`src/rtl/rgbhsl_pkg.sv`:
```
// Package for the RGB to HSL converter.
// Holds default parameter values and port field widths; no dependencies.
package rgbhsl_pkg;
	localparam int COMP_BITS_DEF = 8;
	localparam int FRAC_BITS_DEF = 16;
	localparam int IN_W = 8;
	localparam int OUT_W = 16;
endpackage

```
`src/rtl/rgb_to_hsl_converter_top.sv`:
```
// RGB to HSL converter, one pixel per clock sustained.
// After the queue a pixel passes the divider entry register,
// FRAC_BITS+1 one-bit divider stages and the saturation register before done rises.
// Throughput: one pixel per cycle, set by the fully pipelined dividers.
// busy is never raised in practice: the back part drains the queue every cycle.
// Asynchronous active-low reset empties the queue and the divider pipelines.
module rgb_to_hsl_converter_top import rgbhsl_pkg::*; #(
	parameter int COMP_BITS = COMP_BITS_DEF,
	parameter int FRAC_BITS = FRAC_BITS_DEF
) (
	input  logic             clk,
	input  logic             arst_n,
	input  logic             start,
	output logic             busy,
	input  logic [IN_W-1:0]  red,
	input  logic [IN_W-1:0]  green,
	input  logic [IN_W-1:0]  blue,
	output logic             done,
	output logic [OUT_W-1:0] hue_out,
	output logic [OUT_W-1:0] sat_out,
	output logic [OUT_W-1:0] light_out
);
	localparam int DW = COMP_BITS + 4;

	logic [6*DW-1:0] fjob, bjob;
	logic            full, bvalid;

	// Classify the incoming beat.
	rgbhsl_front #(.COMP_BITS(COMP_BITS), .DW(DW)) u_front (
		.red(red), .green(green), .blue(blue), .job(fjob));

	rgbhsl_queue #(.W(6*DW)) u_queue (
		.clk(clk), .arst_n(arst_n), .push(start & ~full), .wdata(fjob),
		.full(full), .rvalid(bvalid), .rdata(bjob));

	assign busy = full;

	rgbhsl_back #(.DW(DW), .FRAC_BITS(FRAC_BITS)) u_back (
		.clk(clk), .arst_n(arst_n), .job_valid(bvalid), .job(bjob),
		.done(done), .hue_out(hue_out), .sat_out(sat_out), .light_out(light_out));
endmodule

```
`src/rtl/rgbhsl_front.sv`:
```
// Front part: finds max, min and the hue sector of a pixel.
// Produces numerator and denominator pairs for the three ratios; uses rgbhsl_pkg.
module rgbhsl_front import rgbhsl_pkg::*; #(
	parameter int COMP_BITS = COMP_BITS_DEF,
	parameter int DW = COMP_BITS + 4
) (
	input  logic [IN_W-1:0] red,
	input  logic [IN_W-1:0] green,
	input  logic [IN_W-1:0] blue,
	output logic [6*DW-1:0] job
);
	localparam logic [DW-1:0] CMAX = DW'((1 << COMP_BITS) - 1);

	logic [DW-1:0] r, g, b, mx, mn, sum, delta, six, num, hnum, sden, sden_g, hden;

	always_comb begin
		// Components are masked to the configured width.
		r = DW'(COMP_BITS'(red));
		g = DW'(COMP_BITS'(green));
		b = DW'(COMP_BITS'(blue));
		mx = r;
		mn = r;
		if (g > mx) mx = g;
		if (b > mx) mx = b;
		if (g < mn) mn = g;
		if (b < mn) mn = b;
		sum = mx + mn;
		delta = mx - mn;
		six = (delta << 2) + (delta << 1);
		// Hue numerator carries one extra full turn so it never goes negative.
		if (r >= mx) begin
			num = six + g - b;
		end else if (g >= mx) begin
			num = six + (delta << 1) + b - r;
		end else begin
			num = six + (delta << 2) + r - g;
		end
		if (num >= six) num = num - six;
		sden = (sum < CMAX) ? sum : ((CMAX << 1) - sum);
		// A grey pixel divides zero by one, which rounds to zero.
		if (delta == '0) begin
			hnum = '0;
			hden = DW'(1);
			sden_g = DW'(1);
		end else begin
			hnum = num;
			hden = six;
			sden_g = sden;
		end
		job = {hnum, hden, delta, sden_g, sum, CMAX << 1};
	end
endmodule

```
`src/rtl/rgbhsl_queue.sv`:
```
// Two-entry queue between the front and back parts.
// Generic over payload width; uses rgbhsl_pkg only for the import convention.
module rgbhsl_queue import rgbhsl_pkg::*; #(
	parameter int W = 8
) (
	input  logic         clk,
	input  logic         arst_n,
	input  logic         push,
	input  logic [W-1:0] wdata,
	output logic         full,
	output logic         rvalid,
	output logic [W-1:0] rdata
);
	logic [W-1:0] mem_q [2];
	logic         wp_q, rp_q;
	logic [1:0]   cnt_q;
	logic         pop;

	assign full = (cnt_q == 2'd2);
	assign rvalid = (cnt_q != 2'd0);
	assign pop = rvalid;
	assign rdata = mem_q[rp_q];

	// Storage holds payload only.
	always_ff @(posedge clk) begin
		if (push) mem_q[wp_q] <= wdata;
	end

	// Pointers and fill count; the head leaves every cycle it is present.
	always_ff @(posedge clk or negedge arst_n) begin
		if (!arst_n) begin
			wp_q <= 1'b0;
			rp_q <= 1'b0;
			cnt_q <= 2'd0;
		end else begin
			if (push) wp_q <= ~wp_q;
			if (pop) rp_q <= ~rp_q;
			cnt_q <= cnt_q + 2'(push) - 2'(pop);
		end
	end
endmodule

```
`src/rtl/rgbhsl_div.sv`:
```
// Pipelined restoring divider giving round(num*(2^FRAC_BITS-1)/den), saturated.
// One quotient bit per stage; uses rgbhsl_pkg only for the import convention.
module rgbhsl_div import rgbhsl_pkg::*; #(
	parameter int DW = 12,
	parameter int FRAC_BITS = FRAC_BITS_DEF
) (
	input  logic                 clk,
	input  logic                 arst_n,
	input  logic                 in_valid,
	input  logic [DW-1:0]        num,
	input  logic [DW-1:0]        den,
	output logic                 out_valid,
	output logic [FRAC_BITS-1:0] quo
);
	localparam int QW = FRAC_BITS + 1;
	localparam int NW = DW + QW + 1;
	localparam logic [QW-1:0] OSCALE = QW'((1 << FRAC_BITS) - 1);

	logic [NW-1:0] rem_sn [QW+1];
	logic [NW-1:0] dvs_sn [QW+1];
	logic [QW-1:0] quo_sn [QW+1];
	logic          vld_sn [QW+1];
	logic [FRAC_BITS-1:0] quo_q;
	logic                 vld_q;

	// Entry stage: dividend 2*num*OSCALE + den, divisor 2*den.
	always_ff @(posedge clk) begin
		rem_sn[0] <= (NW'(num) << QW) - (NW'(num) << 1) + NW'(den);
		dvs_sn[0] <= NW'(den) << 1;
		quo_sn[0] <= '0;
	end

	always_ff @(posedge clk or negedge arst_n) begin
		if (!arst_n) vld_sn[0] <= 1'b0;
		else vld_sn[0] <= in_valid;
	end

	// One compare and subtract per stage, most significant bit first.
	for (genvar i = 0; i < QW; i++) begin : g_stage
		logic [NW-1:0] shd;
		assign shd = dvs_sn[i] << (QW - 1 - i);
		always_ff @(posedge clk) begin
			dvs_sn[i+1] <= dvs_sn[i];
			if (rem_sn[i] >= shd) begin
				rem_sn[i+1] <= rem_sn[i] - shd;
				quo_sn[i+1] <= quo_sn[i] | (QW'(1) << (QW - 1 - i));
			end else begin
				rem_sn[i+1] <= rem_sn[i];
				quo_sn[i+1] <= quo_sn[i];
			end
		end
		always_ff @(posedge clk or negedge arst_n) begin
			if (!arst_n) vld_sn[i+1] <= 1'b0;
			else vld_sn[i+1] <= vld_sn[i];
		end
	end

	// Saturate at full scale.
	always_ff @(posedge clk) begin
		quo_q <= (quo_sn[QW] > OSCALE) ? FRAC_BITS'(OSCALE) : FRAC_BITS'(quo_sn[QW]);
	end

	always_ff @(posedge clk or negedge arst_n) begin
		if (!arst_n) vld_q <= 1'b0;
		else vld_q <= vld_sn[QW];
	end

	assign out_valid = vld_q;
	assign quo = quo_q;
endmodule

```
`src/rtl/rgbhsl_back.sv`:
```
// Back part: three dividers in lockstep and the result registers.
// Depends on rgbhsl_pkg and rgbhsl_div.
module rgbhsl_back import rgbhsl_pkg::*; #(
	parameter int DW = 12,
	parameter int FRAC_BITS = FRAC_BITS_DEF
) (
	input  logic              clk,
	input  logic              arst_n,
	input  logic              job_valid,
	input  logic [6*DW-1:0]   job,
	output logic              done,
	output logic [OUT_W-1:0]  hue_out,
	output logic [OUT_W-1:0]  sat_out,
	output logic [OUT_W-1:0]  light_out
);
	logic [FRAC_BITS-1:0] hq, sq, lq;
	logic                 hv, sv, lv;

	rgbhsl_div #(.DW(DW), .FRAC_BITS(FRAC_BITS)) u_hue (
		.clk(clk), .arst_n(arst_n), .in_valid(job_valid),
		.num(job[6*DW-1:5*DW]), .den(job[5*DW-1:4*DW]),
		.out_valid(hv), .quo(hq));

	rgbhsl_div #(.DW(DW), .FRAC_BITS(FRAC_BITS)) u_sat (
		.clk(clk), .arst_n(arst_n), .in_valid(job_valid),
		.num(job[4*DW-1:3*DW]), .den(job[3*DW-1:2*DW]),
		.out_valid(sv), .quo(sq));

	rgbhsl_div #(.DW(DW), .FRAC_BITS(FRAC_BITS)) u_light (
		.clk(clk), .arst_n(arst_n), .in_valid(job_valid),
		.num(job[2*DW-1:DW]), .den(job[DW-1:0]),
		.out_valid(lv), .quo(lq));

	// The three dividers run in step; the strobe follows all of them.
	assign done = hv & sv & lv;
	assign hue_out = OUT_W'(hq);
	assign sat_out = OUT_W'(sq);
	assign light_out = OUT_W'(lq);
endmodule

```
`config.mk`:
```
export PLATFORM = sky130hd
export DESIGN_NAME = rgb_to_hsl_converter_top
export DESIGN_NICKNAME = d
export VERILOG_FILES = /design/src/rtl/rgbhsl_pkg.sv /design/src/rtl/rgb_to_hsl_converter_top.sv /design/src/rtl/rgbhsl_front.sv /design/src/rtl/rgbhsl_queue.sv /design/src/rtl/rgbhsl_div.sv /design/src/rtl/rgbhsl_back.sv
export SDC_FILE = /design/constraint.sdc
export NUM_CORES = 2
export LEC_CHECK = 0
export BUFFER_PORTS_ARGS = -buffer_cell sky130_fd_sc_hd__buf_2
export CAP_MARGIN = 20
export CORE_MARGIN = 1
export CORE_UTILIZATION = 63
export CTS_CLUSTER_DIAMETER = 50
export DETAILED_ROUTE_END_ITERATION = 8
export GPL_TIMING_DRIVEN = 0
export MAX_ROUTING_LAYER = met4
export PLACE_DENSITY = 0.79
export SYNTH_ARGS = -nofsm -noshare
export SYNTH_HDL_FRONTEND = slang
export SYNTH_MEMORY_MAX_BITS = 65536
export SYNTH_SLANG_ARGS = --single-unit
```
`constraint.sdc`:
```
create_clock -name clk -period 6.3 [get_ports clk]
set_clock_uncertainty 0.1 [all_clocks]
set_input_delay 0.63 -clock clk [delete_from_list [all_inputs] [get_ports clk]]
set_output_delay 0.63 -clock clk [all_outputs]
set_load 0.005 [all_outputs]
```
# Yosys cells after proc, flatten, opt, wreduce, memory -nomap -nowiden
# Memories as Yosys holds them, arrays and structs flattened.
# Cells that the tools add are included.
# word_totals
mem_count	10
in_bits	27
output_inout_bits	50
word_cells	546
ram_bits	4278
reg_bits	71
# memory_table
memory	words	word_bits	read_ports	rd_ports_with_merged_regs	write_ports	line	source
u_back.u_hue.dvs_sn	18	30	17	0	18	rgbhsl_div.sv:20	logic [NW-1:0] dvs_sn [QW+1];
u_back.u_hue.rem_sn	18	30	17	0	18	rgbhsl_div.sv:19	logic [NW-1:0] rem_sn [QW+1];
u_back.u_light.dvs_sn	18	30	17	0	18	rgbhsl_div.sv:20	
u_back.u_light.rem_sn	18	30	17	0	18	rgbhsl_div.sv:19	
u_back.u_sat.dvs_sn	18	30	17	0	18	rgbhsl_div.sv:20	
u_back.u_sat.rem_sn	18	30	17	0	18	rgbhsl_div.sv:19	
+4 memories	-	-	-	-	-	-	
# op_classes
eq_ne	1
addsub	72
magnitude_cmp	62
n_bitwise	106
reduce_logical	2
muxes	268
# ops
op	count
30-bit >= comparator	51
30-bit two-way mux	51
30-bit subtractor	51
17-bit two-way mux	51
1-bit two-way mux	155
12-bit two-way mux	9
1-bit bitwise OR	102
29-bit by 13-bit subtractor with 30-bit output	3
30-bit by 12-bit adder with 30-bit output	2
17-bit by 16-bit greater-than comparator with 1-bit output (second input constant)	3
12-bit adder	4
12-bit by 8-bit adder with 12-bit output	3
12-bit by 8-bit subtractor with 12-bit output	3
30-bit by 12-bit adder with 30-bit output (second input constant)	1
8-bit by 12-bit >= comparator with 1-bit output	2
12-bit subtractor	2
8-bit greater-than comparator	2
8-bit less-than comparator	2
8-bit two-way mux	2
12-bit >= comparator	1
12-bit logical NOT	1
12-bit by 8-bit less-than comparator with 1-bit output (second input constant)	1
9-bit by 12-bit subtractor with 12-bit output (first input constant)	1
1-bit NOT	3
5 further kinds	5

# Depth between registers and ports, before layout
# depth
depth_word	14
ltp_mapped	57
depth_no_buf	53

# By module
# Synthesis repeated with hierarchy kept, for this count alone.
# unflattened
cells_unflattened	11058
area_unflattened_um2	113361.2
# by_module_without_submodules
mod	seq_area_each_um2	instances	cells_each	area_per_inst_um2
rgbhsl_div (u_back.u_hue ...)	17812.1	2	3303	33544.7
rgbhsl_div (u_back.u_sat)	17812.1	1	3329	33916.3
rgbhsl_front	0.0	1	883	6616.3
rgbhsl_queue	4424.2	1	238	5719.2
rgb_to_hsl_converter_top	0.0	1	1	13.8
rgbhsl_back	0.0	1	1	6.3

# Worst setup path after synthesis
# OpenSTA, ideal clock, no wires.
# synth_path
path_kind	input to register
start	in red[2]
end	mem u_queue.mem_q[0][59] (netlist bit), data pin
setup_slack_ns	-6.003
setup_time_ns	0.270
required_ns	5.930
n_path_buf	5
arrival_ns	11.932
cell_stages	52
path_cell_list	clkbuf_1 -> inv_1 -> ha_1 -> nand2_1 -> or4_1 -> buf_2 -> o21ai_2 -> clkbuf_1 -> a21oi_1 -> ha_1 -> nor2b_1 -> o21ai_0 -> a2111oi_0 -> a21oi_1 -> a221oi_4 -> clkbuf_1 -> nor2_1 -> a21oi_1 -> (+16 left out) -> a21oi_1 -> nor2_1 -> o21ai_0 -> nand2b_1 -> a21oi_1 -> xnor2_1 -> xnor2_1 -> a211oi_1 -> or2_2 -> xnor2_1 -> ha_1 -> nand2_1 -> nor3_1 -> or4b_2 -> o21a_1 -> clkbuf_1 -> o2111ai_1 -> o211ai_2
# synth_via
elab_chain_len	14
word_cells_on_any_way	27
cone_classes	add/sub: 11; order compare: 7; mux: 8; reduce/logical: 1
# synth_lines
item	line	source
start, declared	rgb_to_hsl_converter_top.sv:15	input logic [IN_W-1:0] red,
8-bit greater-than comparator or 8-bit less-than comparator (tied branches)	rgbhsl_front.sv:23, rgbhsl_front.sv:25	
8-bit two-way mux, on equally long branches	rgbhsl_front.sv:23, rgbhsl_front.sv:25	
8-bit greater-than comparator or 8-bit less-than comparator (tied branches)	rgbhsl_front.sv:24, rgbhsl_front.sv:26	
12-bit two-way mux, on equally long branches	rgbhsl_front.sv:24, rgbhsl_front.sv:26	
12-bit subtractor (*)	rgbhsl_front.sv:28	delta = mx - mn;
named net fjob[38]	rgb_to_hsl_converter_top.sv:25	logic [6*DW-1:0] fjob, bjob;
12-bit adder	rgbhsl_front.sv:29	six = (delta << 2) + (delta << 1);
12-bit adder, on equally long branches	rgbhsl_front.sv:36, rgbhsl_front.sv:34	
12-bit by 8-bit adder with 12-bit output, on equally long branches	rgbhsl_front.sv:36, rgbhsl_front.sv:34	
12-bit by 8-bit subtractor with 12-bit output, on equally long branches	rgbhsl_front.sv:36, rgbhsl_front.sv:34	
12-bit two-way mux	rgbhsl_front.sv:33	end else if (g >= mx) begin
12-bit two-way mux	rgbhsl_front.sv:31	if (r >= mx) begin
12-bit subtractor or 12-bit >= comparator (tied branches)	rgbhsl_front.sv:38	if (num >= six) num = num - six;
12-bit two-way mux	rgbhsl_front.sv:38	
12-bit two-way mux (*)	rgbhsl_front.sv:41	if (delta == '0) begin
named net fjob[71]	rgb_to_hsl_converter_top.sv:25	
end, declared	rgbhsl_queue.sv:14	logic [W-1:0] mem_q [2];
# The timed path passes the listed nets; every way through them passes the cells marked *.

# Worst setup path in the final report
# layout_path
start	in green[7]
end	mem u_queue.mem_q[1][59] (netlist bit), data pin
# layout_via
elab_chain_len	14
word_cells_on_any_way	27
cone_classes	add/sub: 11; order compare: 7; mux: 8; reduce/logical: 1
# layout_lines
item	line	source
start, declared	rgb_to_hsl_converter_top.sv:16	input logic [IN_W-1:0] green,
8-bit greater-than comparator or 8-bit less-than comparator (tied branches)	rgbhsl_front.sv:23, rgbhsl_front.sv:25	
8-bit two-way mux, on equally long branches	rgbhsl_front.sv:23, rgbhsl_front.sv:25	
8-bit greater-than comparator or 8-bit less-than comparator (tied branches)	rgbhsl_front.sv:24, rgbhsl_front.sv:26	
12-bit two-way mux, on equally long branches	rgbhsl_front.sv:24, rgbhsl_front.sv:26	
12-bit subtractor (*)	rgbhsl_front.sv:28	
named net fjob[43]	rgb_to_hsl_converter_top.sv:25	
12-bit adder	rgbhsl_front.sv:29	
12-bit adder, on equally long branches	rgbhsl_front.sv:36, rgbhsl_front.sv:34	
12-bit by 8-bit adder with 12-bit output, on equally long branches	rgbhsl_front.sv:36, rgbhsl_front.sv:34	
12-bit by 8-bit subtractor with 12-bit output, on equally long branches	rgbhsl_front.sv:36, rgbhsl_front.sv:34	
12-bit two-way mux	rgbhsl_front.sv:33	
12-bit two-way mux	rgbhsl_front.sv:31	
12-bit subtractor or 12-bit >= comparator (tied branches)	rgbhsl_front.sv:38	
12-bit two-way mux	rgbhsl_front.sv:38	
12-bit two-way mux (*)	rgbhsl_front.sv:41	
named net fjob[71]	rgb_to_hsl_converter_top.sv:25	
# Marked as above.

==> impl_metrics.toml <==
[worst_setup_path]
critical_path.endpoint_type = "register"
cpPeakStageDelay_ps = 410
cp-start-kind = "primary input"
critical_path_peak_fanout = 8
rrSetupSlack_ps = 590
crit_reg_reg_endpoint = "u_back.u_sat.rem_sn[0][27]"
critical_path_required_ps = 6900
critPathArrivalTime_ps = 10940
cell_count_of_the_worst_reg_to_reg_path = 19
timing.setup.critical_path_class = "in2reg"
worst_reg2reg_startpoint = "u_queue.rp_q"
cp.buffers_inverters = 13
cp_top_family = "compound AO/OA/AOI/OAI gates"
number_of_cells_on_the_critical_path = 56
critical_path.slowest_cell = "a221oi_2"

[drt]
wl_mm = 190
post_drt_wl_per_cell_um = 16.4
vias_per_cell = 5.41
drt_iter0_markers = 3366
route.antenna.remaining_nets = 0
post-route-drc-count = 0
first_pass_iters = 6
via_count = 62533

[global_routing]
first_global_vias = 62846
grt_antenna_before_repair = 1
largest_net_degree_at_the_start_of_global_routing = 40
grt_pass1_wl_mm = 304
track_usage = 0.254
globalRoute.totalOverflow = 0

[floorplanning]
num_io_pins = 77
coreArea_um2 = 147000
num_rows = 141
die_height_um = 387
die_outline_width_um = 387
dieArea_um2 = 150000
start_util = 0.634

[sta]
grt_setup_unrepaired = "yes"
setup_tns_ps = -93980
final_clock_period_utilization_by_the_worst_path = 1.64
final-hold-violation-count = 0
fin_worst_hold_slack_ps = 180
timing.slew.headroom = 0.235
tightestPinTransition_ps = 1150
fmaxAchievable_mhz = 96.7
min_period_ps = 10340
timing_max_transition_violations_final = 0
setup_viol_count_final = 65
timing.final.ws_setup_ps = -4040

[layout]
post_route_cells_drive_above_1_share = 0.101
layout-area-overhead-vs-synth_pct = 14.4
final_net_count = 10117

[clock_network]
clk_latency_ps = 850
clock_sinks = 2512
clkTransAtPathRegs_ps = 60
cts.path.max_buffers = 3
clock_tree_from_tritoncts = "built"
cts-root-buf = "clkbuf_16"
cts_made_buffers = 230
cts_max_level = 4

[synth]
post_synthesis_mean_instance_area_um2 = 10.4
synth.largest_area_cell = "dfxtp_1"
ys_dominant_reg_cell = "dfxtp_1"
synthArstFlopShare = 0.00916
post_synth_inst_count = 9020
post_synth_edffs = 112
synthesis.area_um2 = 93500
synth.top_cell.area_share = 0.509
netlist-cell-type-count = 84
seq_area_frac_synth = 0.551
synth_warnings = 0
yosys_register_bits = 2512
netlist_top_cells_area = "dfxtp_1 51%, ha_1 7.8%, xnor2_1 4.5%"

[placement]
gp_routability_congestion = 0.975
minimum_setup_slack_after_placement_ps = -6200
hpwl_reported_at_the_end_of_detailed_placement_mm = 138
numPortBuffers = 76

[worst_hold_path]
min-delay-path-class = "reg2reg"
hold_path_end = "u_back.u_light.rem_sn[2][2]"
worst_hold_path.num_cells = 0
min_from = "u_back.u_light.rem_sn[1][32]"

[job]
max-cap-violations = 0

[status]
outcome = "finished with violations"
failing_checks = "setup timing"
==> kinds of logic after synthesis <==
| logic type | after synthesis | share of synthesized area |
|---|---|---|
| simple gates | 2533 | 0.136 |
| flops | 2512 | 0.551 |
| buf+inv | 1008 | 0.0405 |
| xor+xnor | 807 | 0.0757 |
| mux | 141 | 0.0160 |
| compound gates | 1369 | 0.0883 |
| fa+ha+maj | 649 | 0.0922 |
| other cells | 1 | 0.0000401 |
==> cell usage after synthesis, drive strengths merged, types with 38 or more instances <==
library cell	instances
dfxtp	2377
xnor2	476
nor2b	104
nand4b	44
nor3	163
nand4	114
fa	67
xor2	330
o21ai	368
inv	889
nand2	596
clkbuf	108
nor2	656
or3	62
or4	68
a21boi	102
o31ai	70
edfxtp	112
nand3	155
nand2b	152
ha	582
mux2i	74
nor4	185
mux2	67
a21o	152
a21oi	492
and3	50
or2	77
o21a	38
==> timing repair <==
action,4_1_cts,5_1_grt
gates resized for setup,138,119
hold endpoints to repair,24,0
hold buffers,2,0
cloned,2,2
setup buffers,72,34
pin swaps,76,73
setup endpoints to repair,121,96
==> worst register-to-register path, stage by stage (launching register included) <==
cell and delay [ps]:
dfrtp_1 610, clkbuf_4 410, clkbuf_8 390, buf_2 410, mux2_2 400, ha_1 350
o21a_1 140, o21a_1 180, o21ai_0 210, a21boi_0 150, o21ai_0 230, a21boi_0 160
o21ai_0 290, a21boi_0 190, o21ai_0 310, a21boi_0 230, o21ai_2 360, nand3_1 190
nor2_1 170, xnor2_1 70
==> metrics by stage <==
stage	utilization	area (um^2)	instances
final	0.726	107000	11565
after global routing	0.725	107000	11563
after CTS	0.720	106000	11530
after detailed placement	0.658	97000	11032
after global placement	0.657	97000	11029
after floorplan	-	94200	9023
==> registers in the layout, indices dropped and copies added (netlist names), 2 cells and up <==
signal / cells
u_queue.cnt_q: 2
u_back.u_sat.quo: 16
u_back.u_hue.vld_sn: 11
u_queue.mem_q: 112
u_back.u_sat.quo_sn: 153
u_back.u_hue.dvs_sn: 187
u_back.u_light.quo_sn: 153
u_back.u_light.quo: 16
u_back.u_sat.dvs_sn: 187
u_back.u_sat.rem_sn: 510
u_back.u_hue.quo_sn: 153
u_back.u_hue.rem_sn: 510
u_back.u_light.rem_sn: 476
u_back.u_hue.quo: 16
u_back.u_sat.vld_sn: 7
==> per-layer routing <==
metal,GRT usage,vias to the layer above,share of wire
met5,-,-,0
met4,0.132,0,0.054
met3,0.0332,567,0.040
met2,0.456,1580,0.51
met1,0.274,29105,0.40
li1,-,31281,-
==> placed cells by master, fill, tap and decap left out, drive strengths merged, types with 37 or more instances in the layout <==
cell type  synthesis  routed
dfxtp           2377    2377
inv              889     903
nor2             656     656
nand2            596     596
ha               582     582
a21oi            492     492
xnor2            476     476
clkbuf           108     403
o21ai            368     368
xor2             330     330
buf                9     196
nor4             185     185
nor3             163     163
nand3            155     155
a21o             152     152
nand2b           152     152
nand4            114     114
edfxtp           112     112
nor2b            104     104
a21boi           102     102
clkinv             2      78
or2               77      77
mux2i             74      74
o31ai             70      70
or4               68      68
mux2              67      67
fa                67      67
or3               62      62
and3              50      50
nand4b            44      44
o21a              38      38
o21bai            37      37
==> worst max path at each step <==
stage | startpoint | end | slack, ps
6_report | green[7] | u_queue.mem_q[1][59] | -4040
4_1_cts | red[2] | u_queue.mem_q[0][59] | -3680
5_1_grt | green[7] | u_queue.mem_q[0][59] | -4320
2_1_floorplan | red[7] | u_queue.mem_q[0][59] | -4320
3_5_place_dp | red[2] | u_queue.mem_q[0][52] | -6200
3_3_place_gp | red[2] | u_queue.mem_q[0][50] | -6090
==> cell type report <==
cell class              count  area (um^2)
well taps                1930         2410
diodes                      2         5.00
fillers                  9879        40500
flip-flops and latches   2512        51500
inverters                 891         3400
plain buffers             112          563
clock buffers             299         6420
multi-input cells        5503        39700
clock inverters           125         1460
repair buffers            191         1520
Power is not shown: default switching activity piles up to over one toggle a cycle in this logic, so the estimate is an artifact.
